--- src/hdl/rss_pkg.sv ---
// rss_pkg: shared types and constants for the running sample statistics block.
// No dependencies; imported by every module of the block.

package rss_pkg;

   localparam int SMP_W   = 16;   // sample field width, Q8.8
   localparam int SQ_W    = 32;   // width of one squared sample
   localparam int OUT_W   = 16;   // width of each numeric result field
   localparam int QDEPTH  = 4;    // front-to-back queue depth
   localparam int QPTR_W  = $clog2(QDEPTH);

   // item kinds carried on req_tuser
   localparam logic KIND_SAMPLE = 1'b0;
   localparam logic KIND_REPORT = 1'b1;

   // reset values of the extreme trackers
   localparam logic signed [SMP_W-1:0] MAX_RESET = 16'sh8000;
   localparam logic signed [SMP_W-1:0] MIN_RESET = 16'sh7fff;

   // one classified item as it travels from front to back
   typedef struct packed {
      logic                    kind;
      logic signed [SMP_W-1:0] sample;
      logic [SQ_W-1:0]         square;
   } rss_entry_type;

endpackage

--- src/hdl/rss_front.sv ---
// rss_front: input stage. Takes request beats, sign-extends the sample from its
// significant width and squares it. Depends on rss_pkg.

module rss_front import rss_pkg::*; #(
   parameter int SAMPLE_BITS = 16
) (
   input  logic                    clock,
   input  logic                    reset,
   input  logic                    req_tvalid,
   output logic                    req_tready,
   input  logic signed [SMP_W-1:0] req_sample,
   input  logic                    req_kind,
   output logic                    push_valid,
   input  logic                    push_full,
   output rss_entry_type           push_entry
);

   localparam int SB_EFF = (SAMPLE_BITS > SMP_W) ? SMP_W : SAMPLE_BITS;
   localparam int SH     = SMP_W - SB_EFF;

   logic                    vld_ff, vld_in;
   rss_entry_type           ent_ff, ent_in;
   logic signed [SMP_W-1:0] shifted;
   logic signed [SMP_W-1:0] wide;
   logic signed [SQ_W-1:0]  prod;
   logic                    take;
   logic                    push_ok;

   assign shifted = req_sample <<< SH;
   assign wide    = shifted >>> SH;
   assign prod    = wide * wide;

   assign push_ok    = vld_ff && !push_full;
   assign req_tready = !vld_ff || !push_full;
   assign take       = req_tvalid && req_tready;
   assign push_valid = push_ok;
   assign push_entry = ent_ff;

   always_comb begin
      vld_in = vld_ff;
      ent_in = ent_ff;
      if (take) begin
         vld_in        = 1'b1;
         ent_in.kind   = req_kind;
         ent_in.sample = wide;
         ent_in.square = prod;
      end else if (push_ok) begin
         vld_in = 1'b0;
      end
   end

   always_ff @(posedge clock) begin
      if (reset) begin
         vld_ff <= 1'b0;
      end else begin
         vld_ff <= vld_in;
      end
      ent_ff <= ent_in;
   end

endmodule

--- src/hdl/rss_queue.sv ---
// rss_queue: small flop-based FIFO between the front and back stages.
// Depends on rss_pkg for the entry type and depth.

module rss_queue import rss_pkg::*; (
   input  logic          clock,
   input  logic          reset,
   input  logic          push,
   input  rss_entry_type push_entry,
   output logic          full,
   input  logic          pop,
   output logic          empty,
   output rss_entry_type pop_entry
);

   rss_entry_type     q_ff [QDEPTH];
   logic [QPTR_W-1:0] wr_ff, wr_in;
   logic [QPTR_W-1:0] rd_ff, rd_in;
   logic [QPTR_W:0]   cnt_ff, cnt_in;
   logic              do_push;
   logic              do_pop;

   assign full      = cnt_ff == (QPTR_W+1)'(QDEPTH);
   assign empty     = cnt_ff == '0;
   assign do_push   = push && !full;
   assign do_pop    = pop && !empty;
   assign pop_entry = q_ff[rd_ff];

   always_comb begin
      wr_in  = do_push ? wr_ff + 1'b1 : wr_ff;
      rd_in  = do_pop ? rd_ff + 1'b1 : rd_ff;
      cnt_in = cnt_ff;
      if (do_push && !do_pop) begin
         cnt_in = cnt_ff + 1'b1;
      end else if (do_pop && !do_push) begin
         cnt_in = cnt_ff - 1'b1;
      end
   end

   always_ff @(posedge clock) begin
      if (reset) begin
         wr_ff  <= '0;
         rd_ff  <= '0;
         cnt_ff <= '0;
      end else begin
         wr_ff  <= wr_in;
         rd_ff  <= rd_in;
         cnt_ff <= cnt_in;
      end
      if (do_push) begin
         q_ff[wr_ff] <= push_entry;
      end
   end

endmodule

--- src/hdl/rss_back.sv ---
// rss_back: accumulator stage. Pops classified items, tracks extremes, count,
// sum and sum of squares, and hands a snapshot to the report unit. Uses rss_pkg.

module rss_back import rss_pkg::*; #(
   parameter int MAX_SAMPLES = 65536,
   parameter int CNT_W       = 17,
   parameter int SUM_W       = 33,
   parameter int SS_W        = 49
) (
   input  logic                    clock,
   input  logic                    reset,
   input  logic                    q_empty,
   input  rss_entry_type           q_entry,
   output logic                    q_pop,
   input  logic                    rep_busy,
   output logic                    rep_start,
   output logic [CNT_W-1:0]        rep_cnt,
   output logic [SUM_W-1:0]        rep_sum,
   output logic [SS_W-1:0]         rep_ss,
   output logic signed [SMP_W-1:0] rep_max,
   output logic signed [SMP_W-1:0] rep_min,
   output logic                    rep_drop
);

   localparam logic [CNT_W-1:0] CNT_MAX = CNT_W'(MAX_SAMPLES);

   logic [CNT_W-1:0]        cnt_ff, cnt_in;
   logic [SUM_W-1:0]        sum_ff, sum_in;
   logic [SS_W-1:0]         ss_ff, ss_in;
   logic signed [SMP_W-1:0] max_ff, max_in;
   logic signed [SMP_W-1:0] min_ff, min_in;
   logic                    drop_ff, drop_in;
   logic                    is_report;

   assign is_report = q_entry.kind == KIND_REPORT;
   // a report waits until the report unit is free; samples never wait
   assign q_pop     = !q_empty && (!is_report || !rep_busy);
   assign rep_start = q_pop && is_report;

   assign rep_cnt  = cnt_ff;
   assign rep_sum  = sum_ff;
   assign rep_ss   = ss_ff;
   assign rep_max  = max_ff;
   assign rep_min  = min_ff;
   assign rep_drop = drop_ff;

   always_comb begin
      cnt_in  = cnt_ff;
      sum_in  = sum_ff;
      ss_in   = ss_ff;
      max_in  = max_ff;
      min_in  = min_ff;
      drop_in = drop_ff;
      if (rep_start) begin
         cnt_in  = '0;
         sum_in  = '0;
         ss_in   = '0;
         max_in  = MAX_RESET;
         min_in  = MIN_RESET;
         drop_in = 1'b0;
      end else if (q_pop) begin
         if (cnt_ff == CNT_MAX) begin
            drop_in = 1'b1;
         end else begin
            cnt_in = cnt_ff + 1'b1;
            sum_in = sum_ff + {{(SUM_W-SMP_W){q_entry.sample[SMP_W-1]}}, q_entry.sample};
            ss_in  = ss_ff + {{(SS_W-SQ_W){1'b0}}, q_entry.square};
            if (q_entry.sample > max_ff) begin
               max_in = q_entry.sample;
            end
            if (q_entry.sample < min_ff) begin
               min_in = q_entry.sample;
            end
         end
      end
   end

   always_ff @(posedge clock) begin
      if (reset) begin
         cnt_ff  <= '0;
         sum_ff  <= '0;
         ss_ff   <= '0;
         max_ff  <= MAX_RESET;
         min_ff  <= MIN_RESET;
         drop_ff <= 1'b0;
      end else begin
         cnt_ff  <= cnt_in;
         sum_ff  <= sum_in;
         ss_ff   <= ss_in;
         max_ff  <= max_in;
         min_ff  <= min_in;
         drop_ff <= drop_in;
      end
   end

endmodule

--- src/hdl/rss_report.sv ---
// rss_report: report sequencer. Serial multiply for n*SS - S*S, bit-pair
// square root, shared restoring divider for mean and deviation. Uses rss_pkg.

module rss_report import rss_pkg::*; #(
   parameter int CNT_W = 17,
   parameter int SUM_W = 33,
   parameter int SS_W  = 49
) (
   input  logic                    clock,
   input  logic                    reset,
   input  logic                    start,
   input  logic [CNT_W-1:0]        cnt,
   input  logic [SUM_W-1:0]        sum,
   input  logic [SS_W-1:0]         ss,
   input  logic signed [SMP_W-1:0] max_val,
   input  logic signed [SMP_W-1:0] min_val,
   input  logic                    drop,
   output logic                    busy,
   output logic                    rsp_tvalid,
   input  logic                    rsp_tready,
   output logic [OUT_W-1:0]        highest,
   output logic [OUT_W-1:0]        lowest,
   output logic [OUT_W-1:0]        spread,
   output logic [OUT_W-1:0]        mean,
   output logic [OUT_W-1:0]        deviation,
   output logic                    empty_res,
   output logic                    overflowed
);

   localparam int V_W    = 2 * SUM_W;
   localparam int STEP_W = $clog2(SUM_W);

   localparam logic [2:0] ST_IDLE = 3'd0;
   localparam logic [2:0] ST_MULN = 3'd1;
   localparam logic [2:0] ST_MULS = 3'd2;
   localparam logic [2:0] ST_ROOT = 3'd3;
   localparam logic [2:0] ST_DIVM = 3'd4;
   localparam logic [2:0] ST_DIVD = 3'd5;
   localparam logic [2:0] ST_OUT  = 3'd6;

   logic [2:0]        state_ff, state_in;
   logic [STEP_W-1:0] step_ff, step_in;
   logic [CNT_W-1:0]  n_ff, n_in;
   logic [SUM_W-1:0]  mag_ff, mag_in;
   logic              neg_ff, neg_in;
   logic [V_W:0]      acc_ff, acc_in;
   logic [V_W-1:0]    mcand_ff, mcand_in;
   logic [SUM_W-1:0]  mplier_ff, mplier_in;
   logic [SUM_W-1:0]  rem_ff, rem_in;
   logic [SUM_W-1:0]  root_ff, root_in;
   logic [SUM_W-1:0]  dvd_ff, dvd_in;
   logic [CNT_W-1:0]  drem_ff, drem_in;
   logic [OUT_W-1:0]  hi_ff, hi_in;
   logic [OUT_W-1:0]  lo_ff, lo_in;
   logic [OUT_W-1:0]  spr_ff, spr_in;
   logic [OUT_W-1:0]  mean_ff, mean_in;
   logic [OUT_W-1:0]  dev_ff, dev_in;
   logic              emp_ff, emp_in;
   logic              ovf_ff, ovf_in;

   logic [SUM_W-1:0]  sum_mag;
   logic [V_W:0]      acc_add;
   logic [V_W:0]      acc_sub;
   logic [V_W:0]      sub_val;
   logic [SUM_W+1:0]  rem_t;
   logic [SUM_W+1:0]  trial;
   logic [SUM_W+1:0]  rem_dif;
   logic              root_ge;
   logic [CNT_W:0]    drem_t;
   logic [CNT_W:0]    drem_dif;
   logic              div_ge;
   logic [SUM_W-1:0]  quot_next;
   logic [SUM_W-1:0]  quot_neg;
   logic              last;

   assign sum_mag = sum[SUM_W-1] ? -sum : sum;
   assign acc_add = acc_ff + {1'b0, mcand_ff};
   assign acc_sub = acc_ff - {1'b0, mcand_ff};
   assign sub_val = mplier_ff[0] ? acc_sub : acc_ff;

   // one root bit per cycle: bring in the next two radicand bits
   assign rem_t   = {rem_ff, acc_ff[V_W-1:V_W-2]};
   assign trial   = {root_ff, 2'b01};
   assign root_ge = rem_t >= trial;
   assign rem_dif = rem_t - trial;

   // restoring divide by the sample count, one quotient bit per cycle
   assign drem_t    = {drem_ff, dvd_ff[SUM_W-1]};
   assign div_ge    = drem_t >= {1'b0, n_ff};
   assign drem_dif  = drem_t - {1'b0, n_ff};
   assign quot_next = {dvd_ff[SUM_W-2:0], div_ge};
   assign quot_neg  = -quot_next;

   assign last = (state_ff == ST_MULN) ? (step_ff == STEP_W'(CNT_W - 1))
                                       : (step_ff == STEP_W'(SUM_W - 1));

   assign busy       = state_ff != ST_IDLE;
   assign rsp_tvalid = state_ff == ST_OUT;
   assign highest    = hi_ff;
   assign lowest     = lo_ff;
   assign spread     = spr_ff;
   assign mean       = mean_ff;
   assign deviation  = dev_ff;
   assign empty_res  = emp_ff;
   assign overflowed = ovf_ff;

   always_comb begin
      state_in  = state_ff;
      step_in   = step_ff;
      n_in      = n_ff;
      mag_in    = mag_ff;
      neg_in    = neg_ff;
      acc_in    = acc_ff;
      mcand_in  = mcand_ff;
      mplier_in = mplier_ff;
      rem_in    = rem_ff;
      root_in   = root_ff;
      dvd_in    = dvd_ff;
      drem_in   = drem_ff;
      hi_in     = hi_ff;
      lo_in     = lo_ff;
      spr_in    = spr_ff;
      mean_in   = mean_ff;
      dev_in    = dev_ff;
      emp_in    = emp_ff;
      ovf_in    = ovf_ff;
      case (state_ff)
         ST_IDLE: begin
            if (start) begin
               n_in      = cnt;
               neg_in    = sum[SUM_W-1];
               mag_in    = sum_mag;
               hi_in     = max_val;
               lo_in     = min_val;
               ovf_in    = drop;
               acc_in    = '0;
               mcand_in  = {{(V_W-SS_W){1'b0}}, ss};
               mplier_in = {{(SUM_W-CNT_W){1'b0}}, cnt};
               step_in   = '0;
               if (cnt == '0) begin
                  emp_in   = 1'b1;
                  spr_in   = '0;
                  mean_in  = '0;
                  dev_in   = '0;
                  state_in = ST_OUT;
               end else begin
                  emp_in   = 1'b0;
                  spr_in   = max_val - min_val;
                  state_in = ST_MULN;
               end
            end
         end
         ST_MULN: begin
            // acc = n * SS
            if (mplier_ff[0]) begin
               acc_in = acc_add;
            end
            mcand_in  = mcand_ff << 1;
            mplier_in = mplier_ff >> 1;
            step_in   = step_ff + 1'b1;
            if (last) begin
               mcand_in  = {{(V_W-SUM_W){1'b0}}, mag_ff};
               mplier_in = mag_ff;
               step_in   = '0;
               state_in  = ST_MULS;
            end
         end
         ST_MULS: begin
            // acc -= |S| * |S|; a negative variance clamps to zero
            acc_in    = sub_val;
            mcand_in  = mcand_ff << 1;
            mplier_in = mplier_ff >> 1;
            step_in   = step_ff + 1'b1;
            if (last) begin
               acc_in   = sub_val[V_W] ? '0 : sub_val;
               rem_in   = '0;
               root_in  = '0;
               step_in  = '0;
               state_in = ST_ROOT;
            end
         end
         ST_ROOT: begin
            acc_in  = acc_ff << 2;
            rem_in  = root_ge ? rem_dif[SUM_W-1:0] : rem_t[SUM_W-1:0];
            root_in = {root_ff[SUM_W-2:0], root_ge};
            step_in = step_ff + 1'b1;
            if (last) begin
               dvd_in   = mag_ff;
               drem_in  = '0;
               step_in  = '0;
               state_in = ST_DIVM;
            end
         end
         ST_DIVM: begin
            drem_in = div_ge ? drem_dif[CNT_W-1:0] : drem_t[CNT_W-1:0];
            dvd_in  = quot_next;
            step_in = step_ff + 1'b1;
            if (last) begin
               mean_in  = neg_ff ? quot_neg[OUT_W-1:0] : quot_next[OUT_W-1:0];
               dvd_in   = root_ff;
               drem_in  = '0;
               step_in  = '0;
               state_in = ST_DIVD;
            end
         end
         ST_DIVD: begin
            drem_in = div_ge ? drem_dif[CNT_W-1:0] : drem_t[CNT_W-1:0];
            dvd_in  = quot_next;
            step_in = step_ff + 1'b1;
            if (last) begin
               dev_in   = (|quot_next[SUM_W-1:OUT_W]) ? '1 : quot_next[OUT_W-1:0];
               step_in  = '0;
               state_in = ST_OUT;
            end
         end
         ST_OUT: begin
            if (rsp_tready) begin
               state_in = ST_IDLE;
            end
         end
         default: begin
            state_in = ST_IDLE;
         end
      endcase
   end

   always_ff @(posedge clock) begin
      if (reset) begin
         state_ff <= ST_IDLE;
         step_ff  <= '0;
      end else begin
         state_ff <= state_in;
         step_ff  <= step_in;
      end
      n_ff      <= n_in;
      mag_ff    <= mag_in;
      neg_ff    <= neg_in;
      acc_ff    <= acc_in;
      mcand_ff  <= mcand_in;
      mplier_ff <= mplier_in;
      rem_ff    <= rem_in;
      root_ff   <= root_in;
      dvd_ff    <= dvd_in;
      drem_ff   <= drem_in;
      hi_ff     <= hi_in;
      lo_ff     <= lo_in;
      spr_ff    <= spr_in;
      mean_ff   <= mean_in;
      dev_ff    <= dev_in;
      emp_ff    <= emp_in;
      ovf_ff    <= ovf_in;
   end

endmodule

--- src/hdl/running_sample_statistics.sv ---
// running_sample_statistics: running min/max/mean/standard deviation over a
// stream of signed Q8.8 samples. Depends on rss_pkg and all rss_* modules.
//
// Request channel (req_*): one beat per item. req_tuser = 0 adds the sample in
// req_tdata to the statistics; req_tuser = 1 asks for a report and clears them.
// Response channel (rsp_*): one beat per report, none per sample.
// Samples are accepted every cycle unless a waiting report backs up the queue.
// The report unit works one bit per cycle through the two serial multiplies,
// the square root and the two divides (CNT_W = clog2(MAX_SAMPLES+1) bits for
// the multiply by n, SUM_W = CNT_W + 16 bits for each other step); an empty
// report skips the math and goes straight to rsp_*.
// The accumulators clear as soon as the report's snapshot is taken, so samples
// after a report keep flowing while the report is computed; a second report
// waits in the four-entry queue until the first has been delivered.
// When rsp_tready is low the result holds on rsp_tdata; a later report then
// blocks the queue head, the queue fills and req_tready drops once it and the
// input register are full.
// Reset (synchronous, active high) empties the queue, clears the statistics
// and drops any report in progress. Samples past MAX_SAMPLES are dropped and
// flagged.

module running_sample_statistics import rss_pkg::*; #(
   parameter int MAX_SAMPLES = 65536,
   parameter int SAMPLE_BITS = 16
) (
   input  logic              clock,
   input  logic              reset,
   input  logic              req_tvalid,
   output logic              req_tready,
   input  logic [15:0]       req_tdata,    // [15:0] sample
   input  logic              req_tuser,    // [0] kind
   output logic              rsp_tvalid,
   input  logic              rsp_tready,
   output logic [79:0]       rsp_tdata,    // highest, lowest, spread, mean, deviation
   output logic [1:0]        rsp_tuser     // [0] empty_res, [1] overflowed
);

   localparam int CNT_W = $clog2(MAX_SAMPLES + 1);
   localparam int SUM_W = CNT_W + SMP_W;
   localparam int SS_W  = CNT_W + SQ_W;

   logic                    push_valid;
   logic                    q_full;
   rss_entry_type           push_entry;
   logic                    q_pop;
   logic                    q_empty;
   rss_entry_type           q_entry;
   logic                    rep_busy;
   logic                    rep_start;
   logic [CNT_W-1:0]        rep_cnt;
   logic [SUM_W-1:0]        rep_sum;
   logic [SS_W-1:0]         rep_ss;
   logic signed [SMP_W-1:0] rep_max;
   logic signed [SMP_W-1:0] rep_min;
   logic                    rep_drop;
   logic [OUT_W-1:0]        highest;
   logic [OUT_W-1:0]        lowest;
   logic [OUT_W-1:0]        spread;
   logic [OUT_W-1:0]        mean;
   logic [OUT_W-1:0]        deviation;
   logic                    empty_res;
   logic                    overflowed;

   rss_front #(
      .SAMPLE_BITS (SAMPLE_BITS)
   ) u_front (
      .clock      (clock),
      .reset      (reset),
      .req_tvalid (req_tvalid),
      .req_tready (req_tready),
      .req_sample (req_tdata),
      .req_kind   (req_tuser),
      .push_valid (push_valid),
      .push_full  (q_full),
      .push_entry (push_entry)
   );

   rss_queue u_queue (
      .clock      (clock),
      .reset      (reset),
      .push       (push_valid),
      .push_entry (push_entry),
      .full       (q_full),
      .pop        (q_pop),
      .empty      (q_empty),
      .pop_entry  (q_entry)
   );

   rss_back #(
      .MAX_SAMPLES (MAX_SAMPLES),
      .CNT_W       (CNT_W),
      .SUM_W       (SUM_W),
      .SS_W        (SS_W)
   ) u_back (
      .clock     (clock),
      .reset     (reset),
      .q_empty   (q_empty),
      .q_entry   (q_entry),
      .q_pop     (q_pop),
      .rep_busy  (rep_busy),
      .rep_start (rep_start),
      .rep_cnt   (rep_cnt),
      .rep_sum   (rep_sum),
      .rep_ss    (rep_ss),
      .rep_max   (rep_max),
      .rep_min   (rep_min),
      .rep_drop  (rep_drop)
   );

   rss_report #(
      .CNT_W (CNT_W),
      .SUM_W (SUM_W),
      .SS_W  (SS_W)
   ) u_report (
      .clock      (clock),
      .reset      (reset),
      .start      (rep_start),
      .cnt        (rep_cnt),
      .sum        (rep_sum),
      .ss         (rep_ss),
      .max_val    (rep_max),
      .min_val    (rep_min),
      .drop       (rep_drop),
      .busy       (rep_busy),
      .rsp_tvalid (rsp_tvalid),
      .rsp_tready (rsp_tready),
      .highest    (highest),
      .lowest     (lowest),
      .spread     (spread),
      .mean       (mean),
      .deviation  (deviation),
      .empty_res  (empty_res),
      .overflowed (overflowed)
   );

   assign rsp_tdata = {deviation, mean, spread, lowest, highest};
   assign rsp_tuser = {overflowed, empty_res};

endmodule
--- config.mk ---
export PLATFORM = sky130hd
export DESIGN_NAME = running_sample_statistics
export DESIGN_NICKNAME = d
export VERILOG_FILES = /design/src/hdl/rss_pkg.sv /design/src/hdl/rss_front.sv /design/src/hdl/rss_queue.sv /design/src/hdl/rss_back.sv /design/src/hdl/rss_report.sv /design/src/hdl/running_sample_statistics.sv
export SDC_FILE = /design/constraint.sdc
export NUM_CORES = 2
export LEC_CHECK = 0
export BUFFER_PORTS_ARGS = -buffer_cell sky130_fd_sc_hd__buf_2
export CORE_MARGIN = 3
export CORE_UTILIZATION = 30
export CTS_CLUSTER_DIAMETER = 80
export CTS_CLUSTER_SIZE = 16
export DETAILED_ROUTE_END_ITERATION = 7
export SLEW_MARGIN = 20
export SYNTH_ARGS = -nofsm -noshare
export SYNTH_HDL_FRONTEND = slang
export SYNTH_SLANG_ARGS = --single-unit
--- constraint.sdc ---
create_clock -name clock -period 13.1 [get_ports clock]
set_clock_uncertainty 0.1 [all_clocks]
set_input_delay 1.31 -clock clock [delete_from_list [all_inputs] [get_ports clock]]
set_output_delay 1.31 -clock clock [all_outputs]
set_load 0.02 [all_outputs]
## Word level (Yosys, flattened, before mapping)

Memories as Yosys holds them, arrays and structs flattened. A register that Yosys moved wholly into a read port is not among the register bits.
Cells that the tools add are included.

- Bitwise logic cells: 1
- $lt $le $gt $ge: 4
- Reductions and logical operators: 46
- Multiply operators: 1
- Mux-type cells: 54
- Equal/unequal tests: 19
- Add/sub/neg operators: 15

Operator list:

| operator | count |
|---|---|
| $mux W67 | 4 |
| $pmux W67 S4 | 1 |
| $mux W33 | 6 |
| $mux W66 | 3 |
| $pmux W33 S3 | 2 |
| $pmux W66 S3 | 1 |
| $pmux W33 S2 | 2 |
| $mux W16 | 6 |
| $add A67 B66 Y67 | 1 |
| $sub A67 B66 Y67 | 1 |
| $pmux W16 S2 | 2 |
| $mux W17 | 3 |
| $pmux W17 S3 | 1 |
| $add A49 B32 Y49 | 1 |
| $ge A35 B35 Y1 | 1 |
| $add A33 B33 Y33 | 1 |
| $neg A33 Y33 | 1 |
| $sub A33 B33 Y33 | 1 |
| $mul A16 B16 Y32 | 1 |
| $mux W32 | 1 |
| $mux W3 | 10 |
| $pmux W3 S7 | 1 |
| $ge A18 B17 Y1 | 1 |
| $add A17 B1 Y17 const B | 1 |
| other kinds (37) | 87 |

- Output and inout bits: 84
- Memories kept: 1
- Register bits: 613
- RAM bits: 196

Memory list:

| name | words | bits a word | read ports | clocked after memory_dff | write ports | line | RTL |
|---|---|---|---|---|---|---|---|
| u_queue.q_ff | 4 | 49 | 1 | 1 | 1 | rss_queue.sv:15 | `rss_entry_type q_ff [QDEPTH];` |

## Depth between registers and ports, before layout

- Depth in word-level cells: 8
- Gate-level depth with buffers: 28
- Mapped depth without buffers: 27

## Modules after synthesis

A second synthesis with hierarchy kept.

- Cell total of the unflattened synthesis: 5,680
- Area, all modules: 57,202.4 µm²

By module, submodules not included:

| module | cells an instance | times used | area each (µm²) |
|---|---|---|---|
| rss_report | 3,139 | 1 | 30,035.1 |
| rss_front | 1,090 | 1 | 10,647.7 |
| rss_back | 1,145 | 1 | 8,954.8 |
| rss_queue | 304 | 1 | 7,549.7 |
| running_sample_statistics | 2 | 1 | 15.0 |

## Least setup slack after synthesis

Ideal clock, no wire load.

- Path kind: input -> register
- Start point: input req_tdata[1]
- End point: register u_front.ent_ff (netlist bit u_front.push_entry[31]), data pin
- Setup slack: 5.251 ns
- Data arrival time: 7.490 ns
- Buffers on the path: 2
- Stages: 25
- Cell sequence: clkbuf_1 -> clkbuf_1 -> nand2_1 -> fa_1 -> fa_1 -> fa_1 -> inv_1 -> fa_1 -> fa_1 -> inv_1 -> fa_1 -> inv_1 -> ha_1 -> a21o_1 -> a21o_1 -> a211o_1 -> o221ai_1 -> a21oi_1 -> a221o_1 -> a21o_1 -> nand2_1 -> a21oi_1 -> a21oi_1 -> o21ai_0 -> xnor2_1

- Word-level cells in the longest chain between the ends: 1

Ends and longest elaborated chain:

| what | line | RTL |
|---|---|---|
| from (decl) | running_sample_statistics.sv:30 | `input logic [15:0] req_tdata,` |
| $mul A16 B16 Y32 | rss_front.sv:31 | `assign prod = wide * wide;` |
| via u_front.prod[31] | rss_front.sv:25 | `logic signed [SQ_W-1:0] prod;` |
| to (signal assigned) | rss_front.sv:58 | `ent_ff <= ent_in;` |
| to (decl) | rss_front.sv:22 | `rss_entry_type ent_ff, ent_in;` |

The timed path passes the listed nets, and every way through them passes these cells.
A chain may end at the register's enable or synchronous reset.

## Final worst setup path

- Start point: input req_tdata[1]
- End point: register u_front.ent_ff (netlist bit u_front.push_entry[30]), data pin

Same word-level chain as after synthesis.

==> results by group <==
Min path
  • Hold Path Class: reg2reg
  • Min-delay src: u_back.rep_min[13]$_SDFFE_PP1P_

Worst setup path
  • Startpoint types: input pin
  • Worst endpoint required time: 13.49 ns
  • Most used cell, CP: fa_1
  • Crit path kind: in2reg
  • CP endpoint kind: flip-flop
  • Slowest-stage cell, CP: fa_1
  • Worst EP arrival: 8.17 ns
  • Critical Path Max Stage Delay: 0.53 ns
  • Critical Path Start: req_tdata[1]
  • Worst Path Max Fanout: 21

Routing
  • DR vias: 40,602
  • ANT nets after route: 0
  • WL final: 144,600 µm
  • Drc violations: 0
  • Vias per Instance: 5.104
  • Routed WL per cell: 18.17 µm
  • Initial drt markers: 3,195
  • TritonRoute pass-1 iters: 7

Clock network
  • Post-CTS Resized: 0
  • Hold buffer count at cts: 0
  • Clock sinks: 801
  • CTS Root Cell: clkbuf_16
  • CTS tree: yes
  • Clk slew on worst S/H paths: 0.08 ns
  • Clk_lat worst skew: 0.69 ns
  • CTS Buf Count: 61
  • Clk buf depth: 3
  • H-tree depth: 2
  • Setup repair bufs after CTS: 0

GRT
  • GR Layer Usage met2: 23.12%
  • GR Layer Usage met3: 2.116%
  • Gr usage total: 14.71%
  • Grt peak-use layer: met2
  • Total congestion overflow: 0
  • Largest net degree at the start of global routing: 83
  • Vias in the first global route: 40,276
  • Met1 GRT Util: 21.05%
  • Initial antenna violation count: 2
  • First-pass GRT wire length: 228,600 µm

Final layout
  • Layout cells sized above 1: 7.067%
  • Most common library cell in the layout ignoring fill and taps: edfxtp_1
  • Most frequent cells in the layout: edfxtp_1 (650), inv_1 (605), nor2_1 (461)
  • Area growth syn-to-layout: 9.083%
  • Fin nets: 6,096
  • Fillers: 18,689

Synthesis
  • Post-synth EDFFs: 650
  • Library cells used by synthesis: 97
  • Syn Area/Cell: 10.23 µm²
  • Mapped Nets: 6,119
  • Post-synthesis register bit count: 801
  • FFs w/ async S/R, synth: 0%
  • Sequential share of the synthesized area: 40.37%
  • Synthesis Warnings: 0
  • Mapped Area: 0.05583 mm²
  • Synth Instances: 5,460
  • Top_reg_cell synth: edfxtp_1

Placed design
  • PortBufs: 104
  • Dpl hpwl: 106,600 µm
  • Routability cong.: 0.8938

Flow run
  • Max-Cap Viols: 0

Timing
  • RSZ-0062 raised after global routing: false
  • Setup tns final: 0 ns
  • Worst slew pin tran: 1.104 ns
  • Final hold viol count: 0
  • Hold WS: 0.3285 ns
  • Max Clk Rate: 0.1286 GHz
  • Final setup viols: 0
  • Final Max Slew Viols: 0
  • Final Critical Period: 7.777 ns
  • Slew HR: 26.05%
  • Final Cycle Share: 59.36%

Die
  • Die W: 437.4 µm
  • Initial Util: 30.33%
  • Die Area: 0.1913 mm²
  • Die span in y: 437.4 µm
  • Cell row count: 157
  • I/O pins: 105
  • Core footprint: 0.1841 mm²

Status
  • Status: finished clean
## kinds of logic (layout without fill, tap and decap cells)
logic type	Yosys count	count (layout)	synth area share, %
DFF	801	801	40.37
buffers and inverters	845	875	5.786
adders and majority gates	638	638	17.52
other	0	1	0
AOI/OAI and AO/OA	1296	1296	15.71
and+or+nand+nor	1394	1394	11.55
xor gates and xnor gates	347	347	5.444
muxes	139	139	3.613
## cell usage after synthesis, types with 29 or more instances
library cell / number / area share (%)
edfxtp_1: 650 / 35
inv_1: 606 / 4.1
nor2_1: 471 / 3.2
a21oi_1: 410 / 3.7
nand2_1: 400 / 2.7
ha_1: 398 / 8.9
xnor2_1: 253 / 4.0
fa_1: 240 / 8.6
clkbuf_1: 183 / 1.2
o21ai_0: 166 / 1.5
dfxtp_1: 151 / 5.4
a21o_1: 124 / 1.7
xor2_1: 94 / 1.5
and2_1: 77 / 0.86
nand3_1: 74 / 0.66
nor3_1: 71 / 0.64
o21bai_1: 65 / 0.87
mux2i_1: 62 / 1.1
a22oi_1: 61 / 0.82
nand4_1: 51 / 0.57
mux4_2: 47 / 1.9
nor2b_1: 45 / 0.50
a221o_1: 41 / 0.74
and3_1: 40 / 0.45
o211ai_1: 40 / 0.54
nand2b_1: 39 / 0.44
a222oi_1: 38 / 0.68
o31ai_1: 37 / 0.50
or3_1: 37 / 0.41
nor4_1: 36 / 0.40
o21a_1: 36 / 0.48
a22o_1: 32 / 0.50
a211oi_1: 31 / 0.42
mux2_2: 29 / 0.58
## per-layer routing
| layer | vias to the layer above | part of all wire, % |
|---|---|---|
| met5 | - | 0 |
| met4 | 0 | 2.5 |
| met3 | 175 | 6.1 |
| met2 | 1051 | 45 |
| met1 | 20002 | 47 |
| li1 | 19374 | - |
## sequential cells by signal (all words and copies together) (netlist names), 16 cells and up, named ones only
name / count
u_report.highest: 16
u_report.deviation: 16
u_back.rep_max: 16
u_report.n_ff: 17
u_front.push_entry: 47
u_back.rep_sum: 33
u_back.rep_cnt: 17
u_report.dvd_ff: 33
u_report.mean: 16
u_report.acc_ff: 67
u_report.lowest: 16
u_queue.q_ff: 188
u_report.rem_ff: 33
u_report.mplier_ff: 33
u_back.rep_min: 16
u_report.mcand_ff: 66
u_report.mag_ff: 33
u_report.root_ff: 33
u_report.drem_ff: 17
u_report.spread: 16
u_back.rep_ss: 49
## stage by stage
step	setup WS, ns	cell area [µm²]	util [%]	instances
4_1_cts	5.353	60870	33.07	7953
5_1_grt	4.784	60900	33.09	7955
3_5_place_dp	4.604	59000	32.05	7837
3_3_place_gp	4.694	59000	32.05	7837
6_report	5.323	60900	33.09	7955
2_1_floorplan	5.251	55830	-	5460
## worst max-delay path: cells and delay by family
family / cells / cell delay (ns)
compound gates: 10 / 2.48
fa+ha+maj: 7 / 3.24
simple gates: 3 / 0.47
buf+inv: 5 / 0.64
## final cells by class
class	count	area [µm²]	area share (%)
diodes	1	2.502	0.004109
clock inverters	13	166.4	0.2732
flip-flops and latches	801	22550	37.02
inverters	612	2300	3.776
repair buffers	147	863.3	1.418
well taps	2464	3083	5.062
multi-input cells	3814	30240	49.65
clock buffers	103	1705	2.800
## path summary, 6_finish.rpt
kind / slack, ns / cells after the start / end
setup reg to reg: 7.41 / 10 / u_back.rep_sum[31]$_SDFFE_PP0P_
hold / removal: 0.33 / 0 / u_report.lowest[13]$_DFFE_PP_
hold reg to reg: 0.33 / 0 / u_report.lowest[13]$_DFFE_PP_
setup / recovery: 5.32 / 25 / u_front.push_entry[30]$_DFFE_PP_
Power is not shown: default switching activity piles up to over one toggle a cycle in this logic, so the estimate is an artifact.
